===== src/hw/rtl/rwbc_pkg.sv =====
`default_nettype none
// ----------------------------------------------------------------------------
// rwbc_pkg
// Types and constants shared by the register write burst coalescer.
// ----------------------------------------------------------------------------
package rwbc_pkg;

    localparam int ADDR_W     = 16;
    localparam int BYTE_W     = 8;
    localparam int COUNT_W    = 3;
    localparam int BYTE_SLOTS = 7;
    localparam int MAX_BURST  = 7;
    localparam int S_TDATA_W  = 24;
    localparam int M_TDATA_W  = 80;
    localparam int M_USED_W   = ADDR_W + COUNT_W + BYTE_SLOTS * BYTE_W;

    typedef struct packed {
        logic                                 last;
        logic [BYTE_SLOTS-1:0][BYTE_W-1:0]    data;
        logic [COUNT_W-1:0]                   count;
        logic [ADDR_W-1:0]                    start;
    } burst_t;

    typedef struct packed {
        logic [1:0] num;
        burst_t     first;
        burst_t     second;
    } push_t;

endpackage
`default_nettype wire


===== src/hw/rtl/rwbc_merge.sv =====
`default_nettype none
// ----------------------------------------------------------------------------
// rwbc_merge
// Open burst state; merges one write per cycle while in_accept is high and emits up to two bursts.
// ----------------------------------------------------------------------------
module rwbc_merge
    import rwbc_pkg::*;
(
    input  wire logic              aclk,
    input  wire logic              aresetn,
    input  wire logic              in_accept,
    input  wire logic [ADDR_W-1:0] in_address,
    input  wire logic [BYTE_W-1:0] in_byte,
    input  wire logic              in_last,
    output push_t                  push
);

    logic [ADDR_W-1:0]                  open_start_reg;
    logic [ADDR_W-1:0]                  open_start_next;
    logic [COUNT_W-1:0]                 open_count_reg;
    logic [COUNT_W-1:0]                 open_count_next;
    logic [BYTE_SLOTS-1:0][BYTE_W-1:0]  open_bytes_reg;
    logic [BYTE_SLOTS-1:0][BYTE_W-1:0]  open_bytes_next;

    logic               have_open;
    logic               append;
    logic [ADDR_W:0]    expect_addr;
    logic [COUNT_W-1:0] placed_count;
    burst_t             emit_open;
    burst_t             emit_placed;

    always_comb begin
        have_open   = (open_count_reg != '0);
        expect_addr = {1'b0, open_start_reg} + (ADDR_W + 1)'(open_count_reg);
        append      = have_open && ({1'b0, in_address} == expect_addr)
                      && (open_count_reg < COUNT_W'(MAX_BURST));

        placed_count    = append ? open_count_reg + COUNT_W'(1) : COUNT_W'(1);
        open_start_next = append ? open_start_reg : in_address;
        open_bytes_next = open_bytes_reg;
        for (int k = 0; k < BYTE_SLOTS; k++) begin
            if ((append && (COUNT_W'(k) == open_count_reg)) || (!append && (k == 0))) begin
                open_bytes_next[k] = in_byte;
            end
        end
        open_count_next = in_last ? '0 : placed_count;
    end

    always_comb begin
        emit_open.start   = open_start_reg;
        emit_open.count   = open_count_reg;
        emit_open.last    = 1'b0;
        emit_placed.start = open_start_next;
        emit_placed.count = placed_count;
        emit_placed.last  = 1'b1;
        for (int k = 0; k < BYTE_SLOTS; k++) begin
            emit_open.data[k]   = (COUNT_W'(k) < open_count_reg) ? open_bytes_reg[k] : '0;
            emit_placed.data[k] = (COUNT_W'(k) < placed_count) ? open_bytes_next[k] : '0;
        end
    end

    always_comb begin
        push.num    = 2'd0;
        push.first  = emit_open;
        push.second = emit_placed;
        if (in_accept) begin
            if (have_open && !append) begin
                push.num = in_last ? 2'd2 : 2'd1;
            end else if (in_last) begin
                push.num   = 2'd1;
                push.first = emit_placed;
            end
        end
    end

    always_ff @(posedge aclk) begin
        if (!aresetn) begin
            open_start_reg <= '0;
            open_count_reg <= '0;
        end else if (in_accept) begin
            open_start_reg <= open_start_next;
            open_count_reg <= open_count_next;
        end
    end

    always_ff @(posedge aclk) begin
        if (in_accept) begin
            open_bytes_reg <= open_bytes_next;
        end
    end

endmodule
`default_nettype wire


===== src/hw/rtl/rwbc_fifo.sv =====
`default_nettype none
// ----------------------------------------------------------------------------
// rwbc_fifo
// Result queue taking up to two bursts per cycle and releasing one on each pop.
// ----------------------------------------------------------------------------
module rwbc_fifo
    import rwbc_pkg::*;
#(
    parameter int FIFO_DEPTH = 4
) (
    input  wire logic                              aclk,
    input  wire logic                              aresetn,
    input  wire push_t                             push,
    input  wire logic                              pop,
    output burst_t                                 head,
    output logic                                   not_empty,
    output logic                                   room_for_two,
    output logic [$clog2(FIFO_DEPTH + 1)-1:0]      level
);

    localparam int PTR_W = (FIFO_DEPTH > 1) ? $clog2(FIFO_DEPTH) : 1;
    localparam int LVL_W = $clog2(FIFO_DEPTH + 1);

    burst_t             mem [FIFO_DEPTH];
    logic [PTR_W-1:0]   wr_ptr_reg;
    logic [PTR_W-1:0]   wr_ptr_next;
    logic [PTR_W-1:0]   wr_ptr_plus1;
    logic [PTR_W-1:0]   rd_ptr_reg;
    logic [PTR_W-1:0]   rd_ptr_next;
    logic [LVL_W-1:0]   level_reg;
    logic [LVL_W-1:0]   level_next;

    function automatic logic [PTR_W-1:0] ptr_inc(input logic [PTR_W-1:0] p);
        ptr_inc = (p == PTR_W'(FIFO_DEPTH - 1)) ? '0 : p + PTR_W'(1);
    endfunction

    always_comb begin
        wr_ptr_plus1 = ptr_inc(wr_ptr_reg);
        case (push.num)
            2'd1:    wr_ptr_next = wr_ptr_plus1;
            2'd2:    wr_ptr_next = ptr_inc(wr_ptr_plus1);
            default: wr_ptr_next = wr_ptr_reg;
        endcase
        rd_ptr_next = pop ? ptr_inc(rd_ptr_reg) : rd_ptr_reg;
        level_next  = level_reg + LVL_W'(push.num) - LVL_W'(pop);
    end

    always_ff @(posedge aclk) begin
        if (!aresetn) begin
            wr_ptr_reg <= '0;
            rd_ptr_reg <= '0;
            level_reg  <= '0;
        end else begin
            wr_ptr_reg <= wr_ptr_next;
            rd_ptr_reg <= rd_ptr_next;
            level_reg  <= level_next;
        end
    end

    always_ff @(posedge aclk) begin
        if (push.num != 2'd0) begin
            mem[wr_ptr_reg] <= push.first;
        end
        if (push.num == 2'd2) begin
            mem[wr_ptr_plus1] <= push.second;
        end
    end

    assign head         = mem[rd_ptr_reg];
    assign not_empty    = (level_reg != '0);
    assign room_for_two = (level_reg <= LVL_W'(FIFO_DEPTH - 2));
    assign level        = level_reg;

endmodule
`default_nettype wire


===== src/hw/rtl/register_write_burst_coalescer.sv =====
`default_nettype none
// ----------------------------------------------------------------------------
// register_write_burst_coalescer
// Merges single-byte register writes at consecutive addresses into bursts.
// ----------------------------------------------------------------------------
// Usage:
//   s_ carries one register write per transaction: address and data byte in
//   s_tdata, s_tlast on the final entry of the write table.
//   m_ carries one burst per transaction: start address, byte count and up to
//   seven data bytes in m_tdata (bytes past the count are zero), m_tlast on
//   the burst flushed by the final table entry.
//   A write is merged in the cycle it is accepted; any burst it closes is
//   queued for m_ behind earlier bursts. One write is accepted every cycle
//   while the result queue has room for two bursts, so the block sustains one
//   write per cycle; a write that both closes a burst and ends the table
//   queues two bursts, which drain at one per cycle while m_tready is high.
//   The queue depth FIFO_DEPTH sets how long m_tready may stay low before
//   s_tready drops. Reset empties the queue and closes the open burst; no
//   startup sweep is needed. While m_tready is low the head burst holds.
// ----------------------------------------------------------------------------
module register_write_burst_coalescer
    import rwbc_pkg::*;
#(
    parameter int FIFO_DEPTH = 4
) (
    input  wire logic                  aclk,
    input  wire logic                  aresetn,
    input  wire logic                  s_tvalid,
    output logic                       s_tready,
    input  wire logic [S_TDATA_W-1:0]  s_tdata,   // write_address, write_byte
    input  wire logic                  s_tlast,
    output logic                       m_tvalid,
    input  wire logic                  m_tready,
    output logic [M_TDATA_W-1:0]       m_tdata,   // burst_start, burst_count, byte_0..byte_6
    output logic                       m_tlast
);

    localparam int LVL_W = $clog2(FIFO_DEPTH + 1);

    logic               s_accept;
    logic               m_accept;
    push_t              push;
    burst_t             head;
    logic               not_empty;
    logic               room_for_two;
    logic [LVL_W-1:0]   level;

    assign s_accept = s_tvalid && s_tready;
    assign m_accept = m_tvalid && m_tready;

    rwbc_merge u_merge (
        .aclk       (aclk),
        .aresetn    (aresetn),
        .in_accept  (s_accept),
        .in_address (s_tdata[ADDR_W-1:0]),
        .in_byte    (s_tdata[ADDR_W +: BYTE_W]),
        .in_last    (s_tlast),
        .push       (push)
    );

    rwbc_fifo #(
        .FIFO_DEPTH (FIFO_DEPTH)
    ) u_fifo (
        .aclk         (aclk),
        .aresetn      (aresetn),
        .push         (push),
        .pop          (m_accept),
        .head         (head),
        .not_empty    (not_empty),
        .room_for_two (room_for_two),
        .level        (level)
    );

    assign s_tready = room_for_two;
    assign m_tvalid = not_empty;
    assign m_tlast  = head.last;
    assign m_tdata  = {(M_TDATA_W - M_USED_W)'(0), head.data, head.count, head.start};

`ifndef SYNTH
    assert property (@(posedge aclk) disable iff (!aresetn)
        level <= LVL_W'(FIFO_DEPTH))
        else $error("result queue overflow");

    assert property (@(posedge aclk) disable iff (!aresetn)
        push.num != 2'd3)
        else $error("invalid burst push count");

    assert property (@(posedge aclk) disable iff (!aresetn)
        push.num == 2'd2 |-> !push.first.last && push.second.last)
        else $error("two bursts pushed without closing the table");

    assert property (@(posedge aclk) disable iff (!aresetn)
        s_accept && s_tlast |-> push.num != 2'd0)
        else $error("table end did not flush a burst");

    assert property (@(posedge aclk) disable iff (!aresetn)
        push.num != 2'd0 |-> push.first.count != '0)
        else $error("empty burst pushed");
`endif

endmodule
`default_nettype wire

===== config.mk =====
export PLATFORM = sky130hd
export DESIGN_NAME = register_write_burst_coalescer
export DESIGN_NICKNAME = d
export VERILOG_FILES = /design/src/hw/rtl/rwbc_pkg.sv /design/src/hw/rtl/rwbc_merge.sv /design/src/hw/rtl/rwbc_fifo.sv /design/src/hw/rtl/register_write_burst_coalescer.sv
export SDC_FILE = /design/constraint.sdc
export NUM_CORES = 1
export LEC_CHECK = 0
export BUFFER_PORTS_ARGS = -buffer_cell sky130_fd_sc_hd__buf_2
export CORE_MARGIN = 10
export CORE_UTILIZATION = 60
export DETAILED_ROUTE_END_ITERATION = 16
export PLACE_DENSITY = 0.86
export SYNTH_ARGS = -nofsm -noshare
export SYNTH_HDL_FRONTEND = slang
export SYNTH_SLANG_ARGS = --single-unit

===== constraint.sdc =====
create_clock -name aclk -period 11.96 [get_ports aclk]
set_input_delay 1.794 -clock aclk [delete_from_list [all_inputs] [get_ports aclk]]
set_output_delay 1.794 -clock aclk [all_outputs]
set_load 0.1 [all_outputs]

== Yosys cells after proc, flatten, opt, wreduce, memory -nomap -nowiden ==
Memory sizes are Yosys's and may differ from the RTL's. A register that Yosys moved wholly into a read port is not among the register bits.
Index checks and enable logic that the tools add are counted.

* Bits in registers: 82
* Bits in writable memories: 304
* Memories: 1

{| class="wikitable"
|+ Memories
! name !! depth !! width !! read ports !! clocked after Yosys merged registers in !! write ports !! line !! RTL
|-
| u_fifo.mem || 4 || 76 || 1 || 1 || 2 || rwbc_fifo.sv:24 || <nowiki>burst_t mem [FIFO_DEPTH];</nowiki>
|}

* Add/subtract/negate cells: 7
* Magnitude comparators: 16
* Equal/unequal tests: 12
* Muxes and demuxes: 39
* Reductions and logical operators: 19

{| class="wikitable"
|+ Operators with widths
! operator !! number
|-
| two-way mux 8 bit || 21
|-
| two-way mux 78 bit || 1
|-
| two-way mux 77 bit || 1
|-
| two-way mux 76 bit || 1
|-
| less-than comparator 3 bit, first input constant || 6
|-
| adder 16 x 3 -> 17 bit || 1
|-
| equality test 16 x 17 -> 1 bit || 1
|-
| two-way mux 16 bit || 1
|-
| two-way mux 2 bit || 7
|-
| logical AND 1 bit || 12
|-
| less-than comparator 1 x 3 -> 1 bit, first input constant || 4
|-
| less-than comparator 2 x 3 -> 1 bit, first input constant || 4
|-
| equality test 3 bit, first input constant || 3
|-
| equality test 2 bit, second input constant || 4
|-
| adder 2 x 1 -> 2 bit, second input constant || 3
|-
| equality test 2 x 3 -> 1 bit, first input constant || 2
|-
| two-way mux 3 bit || 2
|-
| nonzero test 3 bit || 2
|-
| two-way mux 1 bit || 4
|-
| case mux 2 bit (2 select lines) || 1
|-
| nonzero test 2 bit || 2
|-
| adder 3 x 1 -> 3 bit, second input constant || 1
|-
| adder 3 x 2 -> 3 bit || 1
|-
| equality test 1 x 3 -> 1 bit, first input constant || 1
|-
| 7 further kinds || 7
|}

== Depth between registers and ports, before layout ==
Gate-level depths: netlist of the first run.

* Depth in word-level cells: 14
* Gate-level depth with buffers: 27

== Modules after synthesis ==
From an unflattened synthesis of the first run, not the netlist that was laid out.

* Cells, all modules: 1413
* Area total of the unflattened synthesis: 21210.3 um2

{| class="wikitable"
|+ By module, submodules not included
! module !! instances !! cells an instance !! area each (um2) !! sequential area each (um2)
|-
| rwbc_fifo || 1 || 796 || 15240.9 || 9308.9
|-
| rwbc_merge || 1 || 609 || 5915.7 || 2062.0
|-
| register_write_burst_coalescer || 1 || 8 || 53.8 || 0.0
|}

== Worst setup path after synthesis of the first run ==
Ideal clock, no wire load.

* Path kind: input port to flip-flop
* Start: in s_tdata[6]
* End: mem u_fifo.mem[0][6] (netlist bit), data pin
* Setup time: 133 ps
* Arrival time: 7437 ps
* Path slack: 4390 ps
* Stages: 21
* Buffers on the path: 7
* Cell sequence: buf_1 > nor2b_1 > o2111a_1 > a311oi_1 > a221oi_2 > nand4b_1 > buf_2 > buf_6 > buf_6 > clkbuf_1 > nand2_1 > ha_1 > nand2b_1 > ha_1 > clkbuf_1 > nand2_1 > nand3b_1 > nand2_1 > a21boi_2 > buf_2 > a32o_1

{| class="wikitable"
|+ RTL lines
! element !! line !! RTL
|-
| start: declaration || register_write_burst_coalescer.sv:30 || <nowiki>input wire logic [S_TDATA_W-1:0] s_tdata,</nowiki>
|-
| end: declaration || rwbc_fifo.sv:24 ||
|}

==> run summary, run 1 <==
Finished Layout Cells - 1977
Crit path capture type - flip-flop
# hold bufs at CTS - 0
Core Area - 0.0325 mm^2
ANT nets after route - 0
GRT Total Usage - 25.7%
Post-synth ARST share - 0%
Global-route wire length before repair - 82400 um
Total number of vias - 14.1k
Vias in the first global route - 14.1k
Hold path depth - 2
Mapped cell area - 0.0197 mm^2
Setup_tns - 0 ns
Finish-stage setup viols - 0
Fill cells - 2148
Max cap viols - 0
Worst Tran Pin Value - 1.05 ns
Syn_area_per_cell - 13.6 um^2
Area Growth Syn to Fin - 10.8%
Drt total wl - 53400 um
H-Tree Depth - 2
P_leak - 6.44 nW
Initial Utilization - 60.6%
Prevailing post-synth register cell - edfxtp_1
Slew HR - 29.9%
Die footprint - 0.0404 mm^2
Seq/Total Area, Yosys - 57.6%
Worst R2R Path Depth - 18
Max FFs per register - 304
Critical path class - flip-flop to flip-flop
Post-Synthesis Cells - 1446
WL/cell - 27.0 um
Peak supply drop - 0.179 mV
Vias per std cell - 7.14
Dpl cells - 1899
DRC Markers - 0
Root Buffer - clkbuf_16
Standard-cell row count - 66
Outcome - finished clean
Horiz. Die Dim - 201 um
I/O Pins - 112
RR Endpoint - u_fifo.mem[3][9]$_DFFE_PP_
Initial antenna violation count - 2
R2R Setup Slk - 5.43 ns
Launch point of the worst path - u_merge.open_count_reg[0]$_SDFFE_PN0P_
Critical Path Source Type - flip-flop
DRT iter0 DRCs - 2070
FF-to-FF Start - u_merge.open_count_reg[0]$_SDFFE_PN0P_
Fraction of layout cells with a size suffix above 1 - 25.2%
Height of the die - 201 um
Final Hold Vio Count - 0
Pre-antenna DRT Iters - 7
Pin count of the biggest net entering global routing - 80
CTS tree - yes
CP endpoint - u_fifo.mem[3][9]$_DFFE_PP_
Global route overflow - 0
Latest clock arrival within the worst-skew pair - 0.55 ns
P per Cell Area - 205 mW/mm^2
#FFs+latches synth - 388
Cell variety after synth - 76
Final worst-path cycle share - 54.6%
Port Buffers - 106
Fmax - 0.153 GHz
CTS sink cnt - 388
CP Data Required Time - 12.36 ns
RSZ-0062 raised after global routing - no
Arr. time, crit path - 6.93 ns
Synth warn - 0
Max Root-Sink Buffers - 3
Post-synth EDFFs - 356
Crit-path max FO - 16
Clock Skew - 0.0311 ns
Final Max Slew Viols - 0
DP Wirelength - 31500 um
Final min period - 6.53 ns
Postcts setup bufs - 0
HP Class - flip-flop to flip-flop
GP Congestion - 0.930
Number of CTS-inserted buffers - 41
Net count, final - 1553
Post_cts resized - 0
Clock slew at reported path FFs - 0.06 ns
[cell usage after synthesis, types with 4 or more instances]
library cell | count | area, um^2
edfxtp_1 | 356 | 10700
buf_1 | 15 | 56.3
o2bb2ai_1 | 32 | 280
a22o_1 | 32 | 280
inv_1 | 23 | 86.3
nor3b_1 | 8 | 60.1
and2_1 | 10 | 62.6
mux4_2 | 76 | 1710
buf_2 | 29 | 145
ha_1 | 22 | 275
o221ai_2 | 4 | 60.1
a21boi_0 | 16 | 120
nand3_1 | 7 | 35.0
nand3b_1 | 4 | 30.0
o21ai_2 | 5 | 43.8
clkbuf_1 | 57 | 214
buf_4 | 14 | 105
a21o_1 | 14 | 105
mux2_2 | 64 | 721
nor2_2 | 4 | 25.0
dfxtp_1 | 32 | 641
mux2i_1 | 9 | 90.1
nor3_1 | 4 | 20.0
nor2b_1 | 6 | 37.5
xnor2_1 | 18 | 158
o32ai_2 | 5 | 81.3
o21ai_0 | 56 | 280
a32o_1 | 64 | 641
o22ai_1 | 145 | 907
nand2b_1 | 14 | 87.6
nand2_2 | 9 | 56.3
nor2_1 | 14 | 52.6
xor2_1 | 7 | 61.3
a21oi_1 | 23 | 115
nand2_1 | 186 | 698
[layer usage]
| metal | track usage (%) | vias up | share of wire (%) |
|---|---|---|---|
| met2 | 39.9 | 1151 | 47 |
| met5 | 0 | - | 0.024 |
| met3 | 6.13 | 189 | 13 |
| met4 | 12.0 | 2 | 3.7 |
| li1 | - | 5941 | - |
| met1 | 33.7 | 6833 | 36 |
[critical path, cell delays in order, from the launching register on]
cell and delay, ns:
dfxtp_1 0.31, buf_4 0.23, ha_1 0.25, fa_1 0.25, a21oi_1 0.12, or4_4 0.52
or4_1 0.54, a221oi_2 0.29, nand4b_1 0.18, nand2_1 0.13, ha_1 0.23, nand2b_1 0.19
ha_1 0.35, and2_1 0.25, nor3b_1 0.84, a21oi_1 0.38, or2_0 0.45, nand2_1 0.63
a32o_1 0.23
[cell type report]
| type | count | area [um^2] | share of cell area, % |
|---|---|---|---|
| repair buffers | 125 | 673 | 3.09 |
| diodes | 2 | 5.00 | 0.0230 |
| multi-input cells | 920 | 7770 | 35.7 |
| flip-flops and latches | 388 | 11300 | 52.1 |
| inverters | 24 | 90.1 | 0.414 |
| well taps | 442 | 553 | 2.54 |
| clock buffers | 50 | 1110 | 5.10 |
| clock inverters | 26 | 240 | 1.10 |
[layout by cell type (no fill, tap or decap), types with 5 or more instances in the layout]
cell	n
ha_1	22
nand2_2	9
mux2_2	64
o21ai_0	56
nor2b_1	6
nand2_1	182
o2bb2ai_1	32
clkbuf_1	5
conb_1	5
o21ai_2	5
nor2_1	14
dfxtp_1	30
buf_4	19
clkinv_1	6
a22o_1	32
a21o_1	14
nand3_1	7
nor3b_1	8
buf_2	106
mux2i_1	9
xnor2_1	18
mux4_2	76
clkbuf_16	42
clkinv_2	11
a32o_1	64
o32ai_2	5
edfxtp_1	356
and2_1	10
inv_1	22
a21oi_1	19
a21boi_0	16
o22ai_1	145
nand2b_1	14
xor2_1	7
[cells by family after synthesis]
kind of cell	after synthesis	share of synthesized area [%]
AND/OR/NAND/NOR	293	7.10
other	1	0.0191
XOR/XNOR	25	1.11
adder cells (fa/ha/maj)	24	1.60
buffers and inverters	142	3.28
flip-flops	388	57.6
AO/OA/AOI/OAI	424	16.4
multiplexers	149	12.8
[where the power goes]
part           switching [mW]  internal [mW]  leakage (nW)
logic                    1.15          0.308          2.67
registers               0.102           1.63          3.11
clock network           0.536          0.733         0.664
[through the flow]
stage	total power [mW]	instance area [um^2]	hold slack, ns	setup WS [ns]	utilization [%]
after floorplan	2.93	19700	0.449	4.39	-
after global placement	3.19	20400	0.471	5.23	62.9
after detailed placement	3.21	20400	0.496	5.07	62.9
after CTS	4.47	21800	0.504	5.59	67.1
after global routing	4.59	21800	0.527	5.08	67.1
final	4.46	21800	0.495	5.43	67.1
[how the worst min path moves through the flow]
stage / start / end / slack (ns)
final: u_fifo.rd_ptr_reg[1]$_SDFFE_PN0P_ / flip-flop / 0.49
after global routing: u_fifo.rd_ptr_reg[1]$_SDFFE_PN0P_ / flip-flop / 0.53
after CTS: u_fifo.rd_ptr_reg[1]$_SDFFE_PN0P_ / flip-flop / 0.50
after detailed placement: u_fifo.rd_ptr_reg[1]$_SDFFE_PN0P_ / flip-flop / 0.50
after global placement: u_fifo.mem[0][75]$_SDFFE_PP1P_ / u_fifo.mem[0][75]$_SDFFE_PP1P_ / 0.47
after floorplan: u_fifo.mem[2][75]$_SDFFE_PP1P_ / u_fifo.mem[2][75]$_SDFFE_PP1P_ / 0.45
Power figures use the tool's default switching activity.
==> inputs of run 2 (changes only) <==
ABC_AREA = 1   (was not set)
CORE_UTILIZATION = 56   (was 60)
PLACE_DENSITY = 0.84   (was 0.86)
clock period = 5.65 ns   (was 11.96 ns; I/O delays follow)
==> run 2 against run 1 <==
Effect of this change:
- final cell count is 62% higher
- first-iteration DRC count is 35% higher
- via count is 41% higher
- critical path depth is 5 higher
- die area is 14% higher
- sequential power is 110% higher
- cell area is 8.4% higher
- clock skew is 0.016 ns lower
- setup slack worse by 4.4 ns
- non-clock buffer count is 17 higher
==> run summary, run 2 <==
Outcome - finished clean
Pin count of the biggest net entering global routing - 81 (+1.3%)
GP Congestion - 0.917 (-1.4%)
Most frequent cells after synthesis - nand2_1 (1008), edfxtp_1 (356), o21ai_0 (271)
Seq/Total Area, Yosys - 53.3% (-4.4 points)
CTS sink cnt - 388 (unchanged)
Crit path depth - 23 (+5)
Crit path max-delay family - simple AND/OR/NAND/NOR gates
P per Cell Area - 462 mW/mm^2 (+130%)
ANT nets after route - 0 (unchanged)
GRT Total Usage - 27.5% (+1.8 points)
Dpl cells - 3140 (+65%)
Hold Path Origin - u_fifo.mem[0][75]$_SDFFE_PP1P_
Max cap viols - 0 (unchanged)
H-Tree Depth - 2 (unchanged)
#FFs+latches synth - 388 (unchanged)
Critical Path Source Type - flip-flop
DRC Markers - 0 (unchanged)
Fin util - 62.8% (-4.3 points)
Postcts setup bufs - 0 (unchanged)
Finish-stage setup viols - 0 (unchanged)
DRT iter0 DRCs - 2801 (+35%)
Vias per std cell - 6.20 (-13%)
Setup_tns - 0 ns (unchanged)
Initial Utilization - 56.6% (-4.0 points)
I/O Pins - 112 (unchanged)
Total number of vias - 19.9k (+41%)
Vias in the first global route - 19.2k (+36%)
Pre-antenna DRT Iters - 6 (-1)
Critical path class - flip-flop to flip-flop
RR Endpoint - u_fifo.mem[3][14]$_DFFE_PP_
Post-Synthesis Cells - 2643 (+83%)
Final Hold Vio Count - 0 (unchanged)
Area Growth Syn to Fin - 11.0%
Peak supply drop - 0.352 mV (+97%)
Crit path capture type - flip-flop
Post-synth ARST share - 0% (unchanged)
Largest stage delay on the critical path - 0.42 ns (-0.42 ns)
Core Area - 0.0376 mm^2 (+16%)
Worst Tran Pin Value - 1.22 ns (+0.170 ns)
Max FFs per register - 304 (unchanged)
CP Data Required Time - 6.02 ns (-6.34 ns)
Syn_area_per_cell - 8.05 um^2 (-41%)
Root Buffer - clkbuf_16
Slew HR - 17.9% (-12 points)
Most frequent cells in the layout - nand2_1 (1004), edfxtp_1 (356), o21ai_0 (271)
Clock slew at reported path FFs - 0.06 ns (about the same)
CP Cell Sequence - ha_1 -> fa_1 -> nand3_1 -> nand2_1 -> nand2_1 -> inv_2 -> nand2_1 -> nand2_1 -> nand3_1 -> nand2_1 -> inv_2 -> nand2_1 -> nor2_4 -> nand2_2 -> nand2_1 -> ha_1 -> or2_2 -> ha_1 -> nand2_1 -> inv_2 -> nor2_4 -> inv_1 -> o21ai_0
Initial antenna violation count - 0 (-2)
Critical path buffers and inverters - 4 (+3)
Drt total wl - 66600 um (+25%)
Worst R2R Path Depth - 23 (+5)
Die footprint - 0.0462 mm^2 (+14%)
WL/cell - 20.7 um (-23%)
Fraction of layout cells with a size suffix above 1 - 9.11% (-16 points)
Horiz. Die Dim - 215 um (+6.9%)
Fill cells - 2956 (+38%)
Arr. time, crit path - 4.95 ns (-1.98 ns)
Finished Layout Cells - 3212 (+62%)
Worst Hold Path EP - u_fifo.mem[0][75]$_SDFFE_PP1P_
R2R Setup Slk - 1.07 ns (-4.36 ns)
Crit-path slowest cell - fa_1
Post_cts resized - 0 (unchanged)
Commonest non-fill, non-tap cell in the layout - nand2_1
Antenna cell count - 0 (-2)
Top-area cell type share of the netlist area - 50.3% (-4.1 points)
Height of the die - 215 um (+6.9%)
Post-Place Setup Slack - 1.10 ns (-3.98 ns)
Area leader, netlist - edfxtp_1
Global-route wire length before repair - 103000 um (+25%)
Latest clock arrival within the worst-skew pair - 0.55 ns (about the same)
DP Wirelength - 39400 um (+25%)
Number of CTS-inserted buffers - 41 (unchanged)
Fmax - 0.218 GHz (+42%)
Leading post-synthesis cells by cell area - edfxtp_1 (50%), nand2_1 (18%), o21ai_0 (6.4%), nand3_1 (4.7%), nor2_1 (3.7%)
Cell variety after synth - 35 (-54%)
Synth warn - 0 (unchanged)
Global route overflow - 0 (unchanged)
PnR worst setup slack - 1.07 ns (-4.36 ns)
Final min period - 4.58 ns (-1.95 ns)
FF-to-FF Start - u_merge.open_start_reg[0]$_SDFFE_PN0P_
Prevailing post-synth register cell - edfxtp_1
Net count, final - 2725 (+75%)
Most used cell, CP - nand2_1
Final Max Slew Viols - 0 (unchanged)
Post-synth EDFFs - 356 (unchanged)
Hold path depth - 2 (unchanged)
Standard-cell row count - 71 (+7.6%)
# hold bufs at CTS - 0 (unchanged)
Clock Skew - 0.0147 ns (-0.0164 ns)
Final worst-path cycle share - 81.1% (+27 points)
Max Root-Sink Buffers - 3 (unchanged)
HP Class - flip-flop to flip-flop
P_leak - 9.81 nW (+52%)
RSZ-0062 raised after global routing - no
Total Power - 10.9 mW (+140%)
Mapped cell area - 0.0213 mm^2 (+8.2%)
Port Buffers - 106 (unchanged)
Crit-path max FO - 19 (+3)
CTS tree - yes
Most frequent cell after synthesis - nand2_1
-- run 2: worst reg2reg max path, stage by stage (launching register included) --
cell,delay [ns]
dfxtp_1,0.33
ha_1,0.27
fa_1,0.42
nand3_1,0.10
nand2_1,0.17
nand2_1,0.15
inv_2,0.04
nand2_1,0.05
nand2_1,0.06
nand3_1,0.07
nand2_1,0.07
inv_2,0.04
nand2_1,0.07
nor2_4,0.14
nand2_2,0.07
nand2_1,0.11
ha_1,0.24
or2_2,0.34
ha_1,0.27
nand2_1,0.24
inv_2,0.09
nor2_4,0.33
inv_1,0.41
o21ai_0,0.34
-- run 2: worst max-delay path by stage --
stage | from | endpoint
5_1_grt | u_merge.open_start_reg[0]$_SDFFE_PN0P_ | u_fifo.mem[3][5]$_DFFE_PP_
3_5_place_dp | u_merge.open_start_reg[0]$_SDFFE_PN0P_ | u_fifo.mem[3][5]$_DFFE_PP_
6_report | u_merge.open_start_reg[0]$_SDFFE_PN0P_ | u_fifo.mem[3][14]$_DFFE_PP_
2_1_floorplan | u_fifo.level[0]$_SDFF_PN0_ | u_fifo.mem[0][0]$_DFFE_PP_
3_3_place_gp | u_merge.open_start_reg[0]$_SDFFE_PN0P_ | u_fifo.mem[1][50]$_DFFE_PP_
4_1_cts | u_merge.open_start_reg[0]$_SDFFE_PN0P_ | u_fifo.mem[3][5]$_DFFE_PP_
-- run 2: power by group --
group	internal [mW]	switching, mW
sequential	3.44	0.190
clock	1.70	1.14
combinational	0.652	3.78
total	5.79	5.11
-- run 2: logic make-up after synthesis --
| logic type | after synthesis | synth area share, % |
|---|---|---|
| and+or+nand+nor | 1495 | 28.6 |
| AOI/OAI and AO/OA | 428 | 10.7 |
| DFF | 388 | 53.3 |
| buffers and inverters | 301 | 5.62 |
| adders and majority gates | 24 | 1.48 |
| xor gates and xnor gates | 6 | 0.312 |
| other | 1 | 0.0176 |
-- run 2: metal layers --
layer	track usage, %	wire length (um)	part of all wire (%)
met4	13.9	3050	4.6
met3	6.00	8930	13
met5	0	0	0
met1	34.2	23900	36
met2	44.6	30800	46
-- run 2: final cells by class --
cell class | count | area [um^2] | area share (%)
Multi-Input combinational cell | 1958 | 8830 | 37.4
Sequential cell | 388 | 11300 | 48.0
Tap cell | 511 | 639 | 2.71
Clock buffer | 50 | 1100 | 4.66
Clock inverter | 22 | 288 | 1.22
Timing Repair Buffer | 142 | 888 | 3.76
Inverter | 141 | 533 | 2.26
-- run 2: metrics by stage --
| step | cell area (um^2) | hold WS, ns |
|---|---|---|
| 2_1_floorplan | 21300 | 0.463 |
| 3_3_place_gp | 22200 | 0.476 |
| 3_5_place_dp | 22200 | 0.479 |
| 4_1_cts | 23600 | 0.492 |
| 5_1_grt | 23600 | 0.545 |
| 6_report | 23600 | 0.505 |
